`src/tksa_pkg.sv`:
```
// Package for the three-key setpoint adjuster: constants, register indexes, helpers.
package tksa_pkg;

  // Key order is fixed: down, up, fine
  localparam int KEY_COUNT = 3;
  localparam int KEY_DOWN  = 0;
  localparam int KEY_UP    = 1;
  localparam int KEY_FINE  = 2;

  localparam int TIME_W  = 32;
  localparam int SP_W    = 16;
  localparam int SAVE_W  = 17;
  localparam int CFG_W   = 16;
  localparam int CFG_IDX_W = 3;

  // Stream payload widths, padded to whole bytes
  localparam int IN_FIELDS_W  = TIME_W + 4;
  localparam int IN_DATA_W    = ((IN_FIELDS_W + 7) / 8) * 8;
  localparam int OUT_FIELDS_W = SP_W + 1 + 1 + SAVE_W + 1 + 1 + 1;
  localparam int OUT_DATA_W   = ((OUT_FIELDS_W + 7) / 8) * 8;

  // Configuration register indexes
  localparam logic [CFG_IDX_W-1:0] REG_GUARD_MS         = 3'd0;
  localparam logic [CFG_IDX_W-1:0] REG_LONG_PRESS_MS    = 3'd1;
  localparam logic [CFG_IDX_W-1:0] REG_COARSE_STEP      = 3'd2;
  localparam logic [CFG_IDX_W-1:0] REG_FINE_STEP        = 3'd3;
  localparam logic [CFG_IDX_W-1:0] REG_SETPOINT_MAX     = 3'd4;
  localparam logic [CFG_IDX_W-1:0] REG_SETPOINT_INITIAL = 3'd5;

  // Register reset values
  localparam logic [CFG_W-1:0] GUARD_MS_RST         = 16'd100;
  localparam logic [CFG_W-1:0] LONG_PRESS_MS_RST    = 16'd2000;
  localparam logic [CFG_W-1:0] COARSE_STEP_RST      = 16'd100;
  localparam logic [CFG_W-1:0] FINE_STEP_RST        = 16'd10;
  localparam logic [CFG_W-1:0] SETPOINT_MAX_RST     = 16'd5000;
  localparam logic [CFG_W-1:0] SETPOINT_INITIAL_RST = 16'd0;

  typedef struct packed {
    logic              sleep_request;
    logic              fine_key_level;
    logic              up_key_level;
    logic              down_key_level;
    logic [TIME_W-1:0] now_ms;
  } in_item_t;

  typedef struct packed {
    logic              asleep;
    logic              activity_pulse;
    logic              redraw_pulse;
    logic [SAVE_W-1:0] saved_setpoint;
    logic              save_pulse;
    logic              setpoint_changed;
    logic [SP_W-1:0]   setpoint;
  } out_item_t;

  // Saturating increment; never lowers a setpoint already at or over the ceiling
  function automatic logic [SP_W-1:0] raise_setpoint(input logic [SP_W-1:0] sp,
                                                     input logic [SP_W-1:0] step,
                                                     input logic [SP_W-1:0] ceil);
    logic [SP_W:0] sum;
    sum = {1'b0, sp} + {1'b0, step};
    if (sp >= ceil) begin
      raise_setpoint = sp;
    end else if (sum > {1'b0, ceil}) begin
      raise_setpoint = ceil;
    end else begin
      raise_setpoint = sum[SP_W-1:0];
    end
  endfunction

  // Setpoint * 1.25, truncated
  function automatic logic [SAVE_W-1:0] scale_save(input logic [SP_W-1:0] sp);
    logic [SP_W+2:0] prod;
    prod = {3'b000, sp} + {1'b0, sp, 2'b00};
    scale_save = prod[SP_W+2:2];
  endfunction

endpackage

```
`src/three_key_setpoint_adjuster.sv`:
```
// Three-key setpoint adjuster: short/long press detection and setpoint stepping.
//
//  channel      | direction | payload
//  -------------+-----------+-----------------------------------------------
//  s_axis       | in        | one key sample per request (time, 3 keys, sleep)
//  m_axis       | out       | one result per sample (setpoint and pulses)
//  cfg          | in        | register write, index 0..5, 16-bit data
//
// A sample lands in the input register, then combinational logic updates the
// key latches, setpoint and sleep flag and loads the result register.
// Throughput is one sample per cycle unless the output stalls.
// rst is synchronous: latches, edge times and sleep clear, the setpoint takes
// the initial value, registers return to their defaults.
// A stalled output holds its result; the input register takes one more sample,
// then the input stalls until the result is taken.
module three_key_setpoint_adjuster (
  input  logic                              clk,
  input  logic                              rst,
  // tdata: now_ms[31:0], down_key_level, up_key_level, fine_key_level,
  //        sleep_request, zero pad
  input  logic                              s_axis_tvalid,
  output logic                              s_axis_tready,
  input  logic [tksa_pkg::IN_DATA_W-1:0]    s_axis_tdata,
  // tdata: setpoint[15:0], setpoint_changed, save_pulse, saved_setpoint[16:0],
  //        redraw_pulse, activity_pulse, asleep, zero pad
  output logic                              m_axis_tvalid,
  input  logic                              m_axis_tready,
  output logic [tksa_pkg::OUT_DATA_W-1:0]   m_axis_tdata,
  input  logic                              cfg_wr_en,
  input  logic [tksa_pkg::CFG_IDX_W-1:0]    cfg_index,
  input  logic [tksa_pkg::CFG_W-1:0]        cfg_wdata
);
  import tksa_pkg::*;

  // Configuration registers
  logic [CFG_W-1:0] guard_ms;
  logic [CFG_W-1:0] long_press_ms;
  logic [CFG_W-1:0] coarse_step;
  logic [CFG_W-1:0] fine_step;
  logic [CFG_W-1:0] setpoint_max;
  logic [CFG_W-1:0] setpoint_initial;

  // Input register
  logic     in_vld;
  in_item_t in_item;

  // Key and setpoint state
  logic [KEY_COUNT-1:0] press_latch, press_latch_next;
  logic [KEY_COUNT-1:0] long_latch, long_latch_next;
  logic [TIME_W-1:0]    edge_time [KEY_COUNT];
  logic [TIME_W-1:0]    edge_time_next [KEY_COUNT];
  logic [SP_W-1:0]      setpoint_reg, setpoint_next;
  logic                 sleep_flag, sleep_next;

  // Result register
  logic      out_vld;
  out_item_t out_item, out_next;

  logic advance;

  assign advance       = in_vld && (!out_vld || m_axis_tready);
  assign s_axis_tready = !in_vld || advance;

  // Register writes; setpoint_initial takes effect at the next reset
  always_ff @(posedge clk) begin
    if (rst) begin
      guard_ms         <= GUARD_MS_RST;
      long_press_ms    <= LONG_PRESS_MS_RST;
      coarse_step      <= COARSE_STEP_RST;
      fine_step        <= FINE_STEP_RST;
      setpoint_max     <= SETPOINT_MAX_RST;
      setpoint_initial <= SETPOINT_INITIAL_RST;
    end else if (cfg_wr_en) begin
      case (cfg_index)
        REG_GUARD_MS:         guard_ms         <= cfg_wdata;
        REG_LONG_PRESS_MS:    long_press_ms    <= cfg_wdata;
        REG_COARSE_STEP:      coarse_step      <= cfg_wdata;
        REG_FINE_STEP:        fine_step        <= cfg_wdata;
        REG_SETPOINT_MAX:     setpoint_max     <= cfg_wdata;
        REG_SETPOINT_INITIAL: setpoint_initial <= cfg_wdata;
        default: ;
      endcase
    end
  end

  // Input register
  always_ff @(posedge clk) begin
    if (rst) begin
      in_vld <= 1'b0;
    end else if (s_axis_tready) begin
      in_vld <= s_axis_tvalid;
    end
  end

  always_ff @(posedge clk) begin
    if (s_axis_tready && s_axis_tvalid) begin
      in_item <= s_axis_tdata[IN_FIELDS_W-1:0];
    end
  end

  // Per-key evaluation, keys in order down, up, fine on a running setpoint
  always_comb begin
    logic [TIME_W-1:0] elapsed;
    logic              held;
    logic              past_guard;
    logic              past_long;
    logic [SP_W-1:0]   sp;
    logic [SP_W-1:0]   sp_new;
    logic              slp;
    sp               = setpoint_reg;
    slp              = sleep_flag || in_item.sleep_request;
    press_latch_next = press_latch;
    long_latch_next  = long_latch;
    out_next         = '0;
    for (int k = 0; k < KEY_COUNT; k++) begin
      edge_time_next[k] = edge_time[k];
    end
    for (int k = 0; k < KEY_COUNT; k++) begin
      case (k)
        KEY_DOWN: held = !in_item.down_key_level;
        KEY_UP:   held = !in_item.up_key_level;
        default:  held = !in_item.fine_key_level;
      endcase
      elapsed    = in_item.now_ms - edge_time[k];
      past_guard = elapsed > {{(TIME_W-CFG_W){1'b0}}, guard_ms};
      past_long  = elapsed > {{(TIME_W-CFG_W){1'b0}}, long_press_ms};
      sp_new     = sp;
      if (held && !press_latch[k] && past_guard) begin
        // press edge
        press_latch_next[k] = 1'b1;
        long_latch_next[k]  = 1'b0;
        edge_time_next[k]   = in_item.now_ms;
      end else if (held && !long_latch[k] && past_long) begin
        // long press
        long_latch_next[k] = 1'b1;
        if (k == KEY_UP) begin
          out_next.redraw_pulse   = 1'b1;
          out_next.activity_pulse = 1'b1;
          slp                     = 1'b0;
        end else if (k == KEY_FINE) begin
          out_next.save_pulse     = 1'b1;
          out_next.saved_setpoint = scale_save(sp);
          out_next.redraw_pulse   = 1'b1;
          out_next.activity_pulse = 1'b1;
        end
      end else if (!held && press_latch[k] && past_guard) begin
        // release edge, short action unless it was a long press
        press_latch_next[k] = 1'b0;
        edge_time_next[k]   = in_item.now_ms;
        if (!long_latch[k]) begin
          if (!slp) begin
            if (k == KEY_DOWN) begin
              if (sp >= coarse_step) begin
                sp_new = sp - coarse_step;
              end
            end else if (k == KEY_UP) begin
              sp_new = raise_setpoint(sp, coarse_step, setpoint_max);
            end else begin
              sp_new = raise_setpoint(sp, fine_step, setpoint_max);
            end
          end
          if (sp_new != sp) begin
            out_next.setpoint_changed = 1'b1;
          end
          out_next.activity_pulse = 1'b1;
        end
      end
      sp = sp_new;
    end
    setpoint_next     = sp;
    sleep_next        = slp;
    out_next.setpoint = sp;
    out_next.asleep   = slp;
  end

  // State update, one sample per advance
  always_ff @(posedge clk) begin
    if (rst) begin
      press_latch  <= '0;
      long_latch   <= '0;
      setpoint_reg <= setpoint_initial;
      sleep_flag   <= 1'b0;
      for (int k = 0; k < KEY_COUNT; k++) begin
        edge_time[k] <= '0;
      end
    end else if (advance) begin
      press_latch  <= press_latch_next;
      long_latch   <= long_latch_next;
      setpoint_reg <= setpoint_next;
      sleep_flag   <= sleep_next;
      for (int k = 0; k < KEY_COUNT; k++) begin
        edge_time[k] <= edge_time_next[k];
      end
    end
  end

  // Result register
  always_ff @(posedge clk) begin
    if (rst) begin
      out_vld <= 1'b0;
    end else if (advance) begin
      out_vld <= 1'b1;
    end else if (m_axis_tready) begin
      out_vld <= 1'b0;
    end
  end

  always_ff @(posedge clk) begin
    if (advance) begin
      out_item <= out_next;
    end
  end

  assign m_axis_tvalid = out_vld;
  assign m_axis_tdata  = {{(OUT_DATA_W-OUT_FIELDS_W){1'b0}}, out_item};

`ifndef SYNTHESIS
  // Input side only stalls when a result is waiting on a stalled output
  a_stall_cause: assert property (@(posedge clk) disable iff (rst)
    !s_axis_tready |-> (m_axis_tvalid && !m_axis_tready))
    else $error("input stalled without output backpressure");

  // A save value only appears with its pulse
  a_save_zero: assert property (@(posedge clk) disable iff (rst)
    (m_axis_tvalid && !out_item.save_pulse) |-> (out_item.saved_setpoint == '0))
    else $error("saved_setpoint set without save_pulse");

  // Redraw comes only from long actions, which also restart the idle timer
  a_redraw_activity: assert property (@(posedge clk) disable iff (rst)
    (m_axis_tvalid && out_item.redraw_pulse) |-> out_item.activity_pulse)
    else $error("redraw without activity");

  // Setpoint state only moves on an advancing sample
  a_sp_hold: assert property (@(posedge clk) disable iff (rst)
    !advance |=> $stable(setpoint_reg))
    else $error("setpoint changed without a sample");
`endif

endmodule

```
`config.mk`:
```
export PLATFORM = sky130hd
export DESIGN_NAME = three_key_setpoint_adjuster
export DESIGN_NICKNAME = d
export VERILOG_FILES = /design/src/tksa_pkg.sv /design/src/three_key_setpoint_adjuster.sv
export SDC_FILE = /design/constraint.sdc
export NUM_CORES = 1
export LEC_CHECK = 0
export BUFFER_PORTS_ARGS = -buffer_cell sky130_fd_sc_hd__buf_2
export CAP_MARGIN = 20
export CELL_PAD_IN_SITES_DETAIL_PLACEMENT = 1
export CELL_PAD_IN_SITES_GLOBAL_PLACEMENT = 2
export CORE_ASPECT_RATIO = 1.1
export CORE_MARGIN = 5
export CORE_UTILIZATION = 24
export CTS_BUF_LIST = sky130_fd_sc_hd__clkbuf_8
export DETAILED_ROUTE_END_ITERATION = 16
export PLACE_DENSITY_LB_ADDON = 0.2
export SETUP_SLACK_MARGIN = 0.3
export SYNTH_ARGS = -nofsm -noshare
export SYNTH_HDL_FRONTEND = slang
export SYNTH_SLANG_ARGS = --single-unit
```
`constraint.sdc`:
```
create_clock -name clk -period 13.51 [get_ports clk]
set_input_delay 0.6755 -clock clk [delete_from_list [all_inputs] [get_ports clk]]
set_output_delay 0.6755 -clock clk [all_outputs]
set_load 0.02 [all_outputs]
```
==> results of run 1 <==
## cell usage after synthesis (all sizes together), types with 15 or more instances
master  number
a21oi      245
mux2i       49
o211ai      30
mux2        42
ha         315
nand2      292
buf         18
nand3       40
o21bai      15
xnor2       94
dfxtp      105
nor3        57
nand4       50
nor4        15
o21ai      149
xor2        44
clkbuf      62
and3        45
o21a        35
nand2b      25
nor2       170
inv        243
a21o        87
a31oi       21
nor2b       35
edfxtp     186
a211oi      28
## what timing repair did
item	CTS	global route
setup endpoints to repair	21	32
buffers inserted	20	12
pin swaps	42	39
gates resized for setup	58	36
cloned	1	0
## power by group through the flow
stage	logic [mW]	clock network, mW	registers (mW)
2_1_floorplan	0.786	0	1.05
3_3_place_gp	1.41	0	1.05
3_5_place_dp	1.44	0	1.05
4_1_cts	1.49	1.05	1.03
5_1_grt	1.64	1.08	1.03
6_report	1.50	1.00	1.03
## cell families after synthesis
| logic type | share of synthesized area |
|---|---|
| DFF | 0.323 |
| adders and majority gates | 0.171 |
| AOI/OAI and AO/OA | 0.201 |
| and+or+nand+nor | 0.161 |
| buffers and inverters | 0.0526 |
| xor gates and xnor gates | 0.0508 |
| other | 0.000158 |
| muxes | 0.0406 |
## worst max-delay path: cells and delay by family (launching register included)
kind	cells	cell delay, ns
AOI/OAI and AO/OA	22	4.52
xor gates and xnor gates	2	0.26
DFF	1	0.44
adders and majority gates	6	1.98
and+or+nand+nor	16	2.70
buffers and inverters	15	2.09
muxes	3	0.79
## metal layers
layer	GRT usage	vias up	routed length, um
met3	0.0206	151	2060
met4	0.0747	0	4470
met1	0.223	11091	43500
li1	-	10969	-
met2	0.358	277	53500
met5	0	-	0
## cell type report
| type | count | area share |
|---|---|---|
| flip-flops and latches | 291 | 0.250 |
| repair buffers | 550 | 0.128 |
| clock inverters | 46 | 0.0114 |
| diodes | 2 | 0.000163 |
| multi-input cells | 2100 | 0.498 |
| clock buffers | 66 | 0.0296 |
| inverters | 243 | 0.0297 |
| well taps | 1291 | 0.0526 |
## stage by stage
stage	hold slack, ns	worst slack, ns
final	0.118	0.515
after CTS	0.0267	0.305
after global routing	0.0584	-0.217
after detailed placement	0.450	-0.443
after floorplan	0.434	0.334
after global placement	0.442	-0.308
## worst paths after layout
| check | from | to | cells past startpoint |
|---|---|---|---|
| worst max-delay path | in_item[9] | m_axis_tdata[16] | 64 |
| worst min-delay path | s_axis_tdata[35] | in_item[35] | 1 |
| worst max register to register | in_item[9] | m_axis_tdata[16] | 64 |
| worst min register to register | guard_ms[4] | guard_ms[4] | 2 |
==> key figures, run 1 <==
Pwr
  – Final Power: 3.53 mW
  – Worst VDD drop: 0.0000681 V
  – Leak Pwr: 13.5 nW
  – Switching share of power: 0.368
  – Power Dens Cells: 115 nW/um^2
  – Psw: 1.30 mW
  – Reg power frac: 0.292
  – Clk pwr share: 0.283
  – Internal Power: 2.23 mW
  – Power share of the combinational group: 0.425

CTS
  – Clock buffer depth: 3
  – Num CTS Buffers: 61
  – CTS tree: done
  – CTS root buf: clkbuf_8
  – Worst-Skew Late Latency: 0.74 ns
  – H-tree lvl count: 2
  – Clock Pin Slew Worst Setup and Hold Paths: 0.06 ns
  – Clk sinks: 291
  – Hold-fix buffers at CTS: 0

Layout
  – Fillers: 11,653
  – Final Cell Area: 30,700 sq um
  – Reg area: 7690 sq um
  – Share of post-route cells with drive strength above 1: 0.234
  – Final Instance Count excl. Fillers: 4,589
  – Most common cell after layout, fill and taps aside: buf_4
  – Most frequent cells in the layout: buf_4 (441), ha_1 (309), nand2_1 (290), inv_1 (258), a21oi_1 (237)
  – Max reg flops: 96
  – Layout area overhead: 29.0%
  – Reg with most FFs: edge_time
  – Post-Route Utilization: 0.311
  – Layout Nets: 3,633
  – Multi-input combinational cell area: 15,300 sq um

Drt
  – Vias: 22,488
  – Residual DRC: 0
  – Routed WL: 104,000 um
  – Routed vias/inst: 4.90
  – Drt wl/cell: 22.6 um
  – First-pass DRT Iterations: 5
  – Antenna-violating nets left: 0
  – DRT iter0 DRCs: 852

Global route
  – Number of global-route vias before repair: 24,919
  – GRT Total Usage: 0.192
  – First-pass GRT wire length: 154,000 um
  – Gr ovfl total: 0
  – Pin count of the biggest net entering global routing: 70
  – Initial antenna violation count: 3

Worst setup path
  – Critical path type: reg2reg
  – Slowest cell on crit path: edfxtp_1
  – Startpoint types: register
  – Crit path DAT: 13.47 ns
  – Crit end category: register
  – Slack of the worst reg-to-reg path: 0.51 ns
  – Worst stage delay on the critical path: 0.44 ns
  – Critical path required time: 13.98 ns
  – Maximum fanout along the worst path: 11
  – Most used cell, CP: buf_4

Logic synthesis
  – Gate Count Post-Synth: 2,713
  – Asr flop ratio synth: 0
  – Leading area contributor after synthesis: edfxtp_1
  – Post-synthesis sequential area ratio: 0.323
  – Synth Register Bits: 291
  – Main synth FF type: edfxtp_1
  – Netlist cell types: 86
  – Synth top area cells: edfxtp_1 (23%), ha_1 (17%), dfxtp_1 (8.8%), a21oi_1 (5.2%), nand2_1 (4.6%)
  – Warnings from Yosys: 0
  – Synthesized area: 23,800 sq um
  – Area fraction of the dominant cell type after synthesis: 0.235
  – Post-synth EDFFs: 186
  – Avg Cell Area, Syn: 8.78 sq um

STA
  – Fin crit share: 0.962
  – Worst Tran Pin Value: 1.06 ns
  – Fmax: 77.0 MHz
  – Tmin final: 13.00 ns
  – Final Max Tran Viols: 0
  – Final Hold Fails: 0
  – Clock Skew: 0.0559 ns
  – Setup TNS: 0 ns
  – Endpoints failing setup: 0
  – Relative slew margins: 0.294
  – Unrepaired setup endpoints after global routing: true

Status
  – Outcome: complete, no violations

Placed design
  – GP Congestion: 0.901
  – IO buf count: 99
  – Placed inst area: 28,800 sq um
  – Cell Count Post-Placement: 4,442
  – Detailed placement HPWL: 84,300 um

Worst hold path
  – Hold Crit Class: in2reg

Floorplanning
  – Die Y-Extent: 340 um
  – I/O pin total: 106
  – Core Rows: 121
  – Initial Util: 0.241
  – Core area: 98,700 sq um
  – Die ar.: 106,000 sq um
  – Die Wd: 310 um

Run
  – MaxCap Viol Count: 0
(Power assumes the default switching activity.)
==> run 2: changes to the inputs <==
- REMOVE_ABC_BUFFERS: default -> 1
==> run 2 against run 1 <==
Non-clock buffer count fell by 31. First-iteration DRC count rose by 7.9%. Cell count fell by 0.68%. Utilization fell by 0.22 points. Combinational power barely moved. Clock-buffer cell count fell by 1. Via count fell by 0.76%.
==> key figures, run 2 (synthesized netlist as in run 1, its figures left out) <==
Status
  – Outcome: complete, no violations

Global route
  – Gr ovfl total: 0 (unchanged)
  – GRT Total Usage: 0.191 (-0.00132)
  – First-pass GRT wire length: 152,000 um (-0.95%)
  – Number of global-route vias before repair: 24,415 (-2.0%)
  – Initial antenna violation count: 4 (+1)
  – Pin count of the biggest net entering global routing: 60 (-14%)

CTS
  – Worst-Skew Late Latency: 0.77 ns (+0.03 ns)
  – H-tree lvl count: 2 (unchanged)
  – Hold-fix buffers at CTS: 0 (unchanged)
  – Clock buffer depth: 3 (unchanged)
  – CTS tree: done
  – Clk sinks: 291 (unchanged)
  – Num CTS Buffers: 60 (-1.6%)
  – CTS root buf: clkbuf_8
  – Clock Pin Slew Worst Setup and Hold Paths: 0.07 ns (about the same)

Drt
  – Vias: 22,316 (-0.76%)
  – DRT iter0 DRCs: 919 (+7.9%)
  – Drt wl/cell: 22.6 um (about the same)
  – Routed vias/inst: 4.90 (about the same)
  – Residual DRC: 0 (unchanged)
  – First-pass DRT Iterations: 7 (+2)
  – Antenna-violating nets left: 0 (unchanged)
  – Routed WL: 103,000 um (-0.67%)

STA
  – Tmin final: 12.59 ns (-0.402 ns)
  – Fin crit share: 0.932 (-0.0298)
  – Unrepaired setup endpoints after global routing: false
  – Final Hold Fails: 0 (unchanged)
  – Worst Tran Pin Value: 1.11 ns (+0.0542 ns)
  – Relative slew margins: 0.257 (-0.0369)
  – Setup TNS: 0 ns (unchanged)
  – Final Max Tran Viols: 0 (unchanged)
  – Worst setup margin: 0.917 ns (+0.402 ns)
  – Endpoints failing setup: 0 (unchanged)
  – Fmax: 79.4 MHz (+3.2%)
  – Clock Skew: 0.0582 ns (+0.00223 ns)

Worst setup path
  – Worst path bufs/invs: 10 (-5)
  – Slack of the worst reg-to-reg path: 0.92 ns (+0.40 ns)
  – Critical Path Start: in_item[5]
  – Crit end category: register
  – Critical path required time: 13.99 ns (about the same)
  – Crit path max-delay family: compound AO/OA/AOI/OAI gates
  – Most used cell, CP: buf_4
  – Maximum fanout along the worst path: 7 (-4)
  – Critical Path Stages: 66 (+3.1%)
  – Slowest cell on crit path: a2111oi_0
  – R2R Path Start: in_item[5]
  – CP Capture Point: m_axis_tdata[16]
  – Worst stage delay on the critical path: 0.49 ns (+0.05 ns)
  – Reg2reg path depth: 66 (+3.1%)
  – Crit path DAT: 13.07 ns (-0.40 ns)
  – Startpoint types: register
  – RR Endpoint: m_axis_tdata[16]
  – Critical path type: reg2reg

Run
  – MaxCap Viol Count: 0 (unchanged)

Floorplanning
  – Die Wd: 310 um (unchanged)
  – Initial Util: 0.241 (unchanged)
  – Die Y-Extent: 340 um (unchanged)
  – Core area: 98,700 sq um (unchanged)
  – Core Rows: 121 (unchanged)
  – Die ar.: 106,000 sq um (unchanged)
  – I/O pin total: 106 (unchanged)

Placed design
  – Cell Count Post-Placement: 4,421 (-0.47%)
  – GP Congestion: 0.913 (+1.4%)
  – Post-placement worst setup slack: -0.386 ns (+0.0579 ns)
  – IO buf count: 99 (unchanged)
  – Detailed placement HPWL: 83,600 um (-0.81%)

Layout
  – Reg with most FFs: edge_time
  – Layout Nets: 3,601 (-0.88%)
  – Final Instance Count excl. Fillers: 4,558 (-0.68%)
  – Most common cell after layout, fill and taps aside: buf_4
  – Share of post-route cells with drive strength above 1: 0.228 (-0.00520)
  – Post-Route Utilization: 0.309 (-0.00222)
  – Most frequent cells in the layout: buf_4 (415), ha_1 (310), nand2_1 (291), inv_1 (262), a21oi_1 (237)
  – Layout area overhead: 28.1%
  – Max reg flops: 96 (unchanged)

Pwr
  – Leak Pwr: 13.3 nW (-0.89%)
  – Worst VDD drop: 0.0000659 V (-3.2%)
  – Power Dens Cells: 116 nW/um^2 (+1.2%)

Worst hold path
  – Hold Crit Class: in2reg
==> run 2: cell type report <==
| cell class | count | area (sq um) |
|---|---|---|
| fillers | 11652 | 68200 |
| multi-input cells | 2100 | 15300 |
| flip-flops and latches | 291 | 7690 |
| repair buffers | 519 | 3720 |
| well taps | 1291 | 1620 |
| inverters | 243 | 913 |
| clock buffers | 65 | 895 |
| clock inverters | 48 | 378 |
| diodes | 1 | 2.50 |
==> run 2: stage by stage <==
stage / hold slack (ns) / power (mW) / area (sq um)
2_1_floorplan: 0.428 / 1.82 / 23500
4_1_cts: 0.0205 / 3.57 / 30100
6_report: 0.116 / 3.55 / 30500
5_1_grt: 0.0430 / 3.77 / 30500
3_5_place_dp: 0.450 / 2.49 / 28600
3_3_place_gp: 0.442 / 2.46 / 28600
==> run 2: timing repair <==
action | in CTS | in global routing
gates cloned | 0 | 1
buffers inserted | 2 | 19
gates resized for setup | 36 | 64
setup endpoints to repair | 27 | 28
pin swaps | 14 | 50
==> run 2: how the worst min path moves through the flow <==
stage / start / end / slack, ns / cells past startpoint
after CTS: s_axis_tdata[23] / in_item[23] / 0.02 / 1
after detailed placement: setpoint_initial[7] / setpoint_initial[7] / 0.45 / 2
after global placement: setpoint_initial[7] / setpoint_initial[7] / 0.44 / 2
after floorplan: setpoint_initial[0] / setpoint_initial[0] / 0.43 / 2
final: s_axis_tdata[12] / in_item[12] / 0.12 / 1
after global routing: s_axis_tdata[2] / in_item[2] / 0.04 / 1
==> run 2: metal layers <==
layer	vias to the layer above	global-route usage	routed length, um
met5	-	0	0
met4	0	0.0688	4190
met3	152	0.0220	2260
met2	272	0.357	53600
met1	10986	0.221	42900
li1	10906	-	-
==> run 2: worst register-to-register path: cells and delay by family (launching register included) <==
kind	cells	cell delay, ns
AOI/OAI and AO/OA	23	4.63
and+or+nand+nor	21	2.75
adders and majority gates	7	2.04
buffers and inverters	10	1.39
xor gates and xnor gates	3	0.62
muxes	2	0.48
DFF	1	0.40
==> run 2: power breakdown <==
group / internal [mW] / total, mW / switching, mW
Combinational: 0.655 / 1.49 / 0.839
Sequential: 1.00 / 1.03 / 0.0286
Clock: 0.559 / 1.02 / 0.465
==> run 3: changes to the inputs <==
- BUFFER_PORTS_ARGS: -buffer_cell sky130_fd_sc_hd__buf_2 -> default
- CTS_CLUSTER_SIZE: default -> 24
- DONT_BUFFER_PORTS: default -> 1
==> run 3 against run 2 <==
Largest cell class unchanged. Clock power decreased by 4%. Critical endpoint unchanged. Maximum frequency about the same. Global-route usage increased by 0.29 points. Worst setup slack got worse by 0.012 ns. Sequential power about the same. Critical path type unchanged. Sequential share of layout area decreased by 0.50 points.
==> key figures, run 3 (synthesized netlist as in run 1, its figures left out) <==
STA
  – Worst setup margin: 0.905 ns (-0.0117 ns)
  – Clock Skew: 0.0728 ns (+0.0146 ns)
  – Unrepaired setup endpoints after global routing: false
  – Tmin final: 12.61 ns (+0.0117 ns)
  – Fmax: 79.3 MHz (about the same)
  – Setup TNS: 0 ns (unchanged)
  – Worst hold slack: 0.0820 ns (-0.0336 ns)
  – Final Hold Fails: 0 (unchanged)
  – Worst Tran Pin Value: 1.07 ns (-0.0461 ns)
  – Fin crit share: 0.933 (about the same)
  – Final Max Tran Viols: 0 (unchanged)
  – Relative slew margins: 0.288 (+0.0316)
  – Endpoints failing setup: 0 (unchanged)

Pwr
  – Leak Pwr: 13.4 nW (about the same)
  – Power Dens Cells: 114 nW/um^2 (-1.9%)
  – Final Power: 3.55 mW (about the same)
  – Worst VDD drop: 0.0000687 V (+4.3%)

Layout
  – Post-Route Utilization: 0.315 (+0.00629)
  – Final Cell Area: 31,100 sq um (+2.0%)
  – Final Instance Count excl. Fillers: 4,548 (-0.22%)
  – Layout Nets: 3,589 (-0.33%)
  – Layout area overhead: 30.7%
  – Max reg flops: 96 (unchanged)
  – Share of post-route cells with drive strength above 1: 0.222 (-0.00653)
  – Reg with most FFs: edge_time
  – Most frequent cells in the layout: buf_4 (443), ha_1 (305), nand2_1 (290), inv_1 (248), a21oi_1 (230)
  – Most common cell after layout, fill and taps aside: buf_4

Drt
  – Drt wl/cell: 23.1 um (+2.4%)
  – Antenna-violating nets left: 0 (unchanged)
  – Routed WL: 105,000 um (+2.2%)
  – Routed vias/inst: 4.94 (+0.96%)
  – Residual DRC: 0 (unchanged)
  – First-pass DRT Iterations: 5 (-2)
  – DRT iter0 DRCs: 781 (-15%)
  – Vias: 22,481 (+0.74%)

Floorplanning
  – Die Y-Extent: 340 um (unchanged)
  – Initial Util: 0.241 (unchanged)
  – Core Rows: 121 (unchanged)
  – Core area: 98,700 sq um (unchanged)
  – I/O pin total: 106 (unchanged)
  – Die Wd: 310 um (unchanged)
  – Die ar.: 106,000 sq um (unchanged)

Placed design
  – Cell Count Post-Placement: 4,352 (-1.6%)
  – Placed inst area: 28,400 sq um (-0.89%)
  – IO buf count: 0 (-100%)
  – Detailed placement HPWL: 83,600 um (about the same)
  – GP Congestion: 0.885 (-3.0%)
  – Post-placement worst setup slack: -0.220 ns (+0.166 ns)

CTS
  – CTS tree: done
  – H-tree lvl count: 2 (unchanged)
  – Clk sinks: 291 (unchanged)
  – Clock Pin Slew Worst Setup and Hold Paths: 0.07 ns (about the same)
  – Worst-Skew Late Latency: 0.76 ns (about the same)
  – CTS root buf: clkbuf_8
  – Clock buffer depth: 3 (unchanged)
  – Num CTS Buffers: 59 (-1.7%)

Worst setup path
  – Most used cell, CP: buf_4
  – Critical path required time: 14.02 ns (+0.03 ns)
  – Crit end category: register
  – Crit path DAT: 13.12 ns (+0.05 ns)
  – Slowest cell on crit path: edfxtp_1
  – Maximum fanout along the worst path: 6 (-1)
  – Critical path type: reg2reg
  – Startpoint types: register
  – Worst stage delay on the critical path: 0.41 ns (-0.08 ns)

Global route
  – Gr ovfl total: 0 (unchanged)
  – Number of global-route vias before repair: 24,426 (+0.045%)
  – First-pass GRT wire length: 154,000 um (+0.93%)
  – Initial antenna violation count: 5 (+1)
  – GRT Total Usage: 0.193 (+0.00291)
  – Pin count of the biggest net entering global routing: 71 (+18%)

Worst hold path
  – Hold Crit Class: in2reg

Run
  – MaxCap Viol Count: 0 (unchanged)

Status
  – Outcome: complete, no violations
run 3: report_power, final:
group	switching [mW]	internal [mW]
Clock	0.451	0.530
Combinational	0.836	0.692
Sequential	0.0399	1.00
Total	1.33	2.22
run 3: critical path: cells and delay by family, from the launching register on:
kind	cells	cell delay, ns
AO/OA/AOI/OAI	21	3.59
XOR/XNOR	4	0.75
adder cells (fa/ha/maj)	9	2.52
buffers and inverters	16	1.90
flip-flops	1	0.41
multiplexers	2	0.51
AND/OR/NAND/NOR	23	2.72
run 3: area by class of cell:
class                           instances  area [sq um]
Timing Repair Buffer                  508          4090
Multi-Input combinational cell       2100         15600
Antenna cell                            3          7.51
Clock buffer                           60           826
Clock inverter                         52           388
Fill cell                           11550         67600
Inverter                              243           913
Sequential cell                       291          7690
Tap cell                             1291          1620
run 3: final timing paths:
check / slack [ns] / from / end / cells past startpoint
min: 0.08 / cfg_wdata[5] / setpoint_initial[5] / 2
max reg2reg: 0.90 / edge_time[0][0] / m_axis_tdata[16] / 75
min reg2reg: 0.45 / setpoint_initial[13] / setpoint_initial[13] / 2
max: 0.90 / edge_time[0][0] / m_axis_tdata[16] / 75
run 3: layer usage:
| layer | track usage | part of all wire | vias to the layer above |
|---|---|---|---|
| li1 | - | - | 10895 |
| met1 | 0.218 | 0.41 | 11124 |
| met2 | 0.371 | 0.53 | 312 |
| met3 | 0.0268 | 0.026 | 150 |
| met4 | 0.0626 | 0.037 | 0 |
| met5 | 0 | 0 | - |
run 3: what timing repair did:
item / in CTS / in global routing
hold endpoints to repair: 96 / 0
endpoints found under the setup margin: 11 / 30
gates resized for setup: 45 / 113
hold buffers: 52 / 0
buffers inserted: 6 / 20
cloned: 1 / 0
pin swaps: 21 / 84
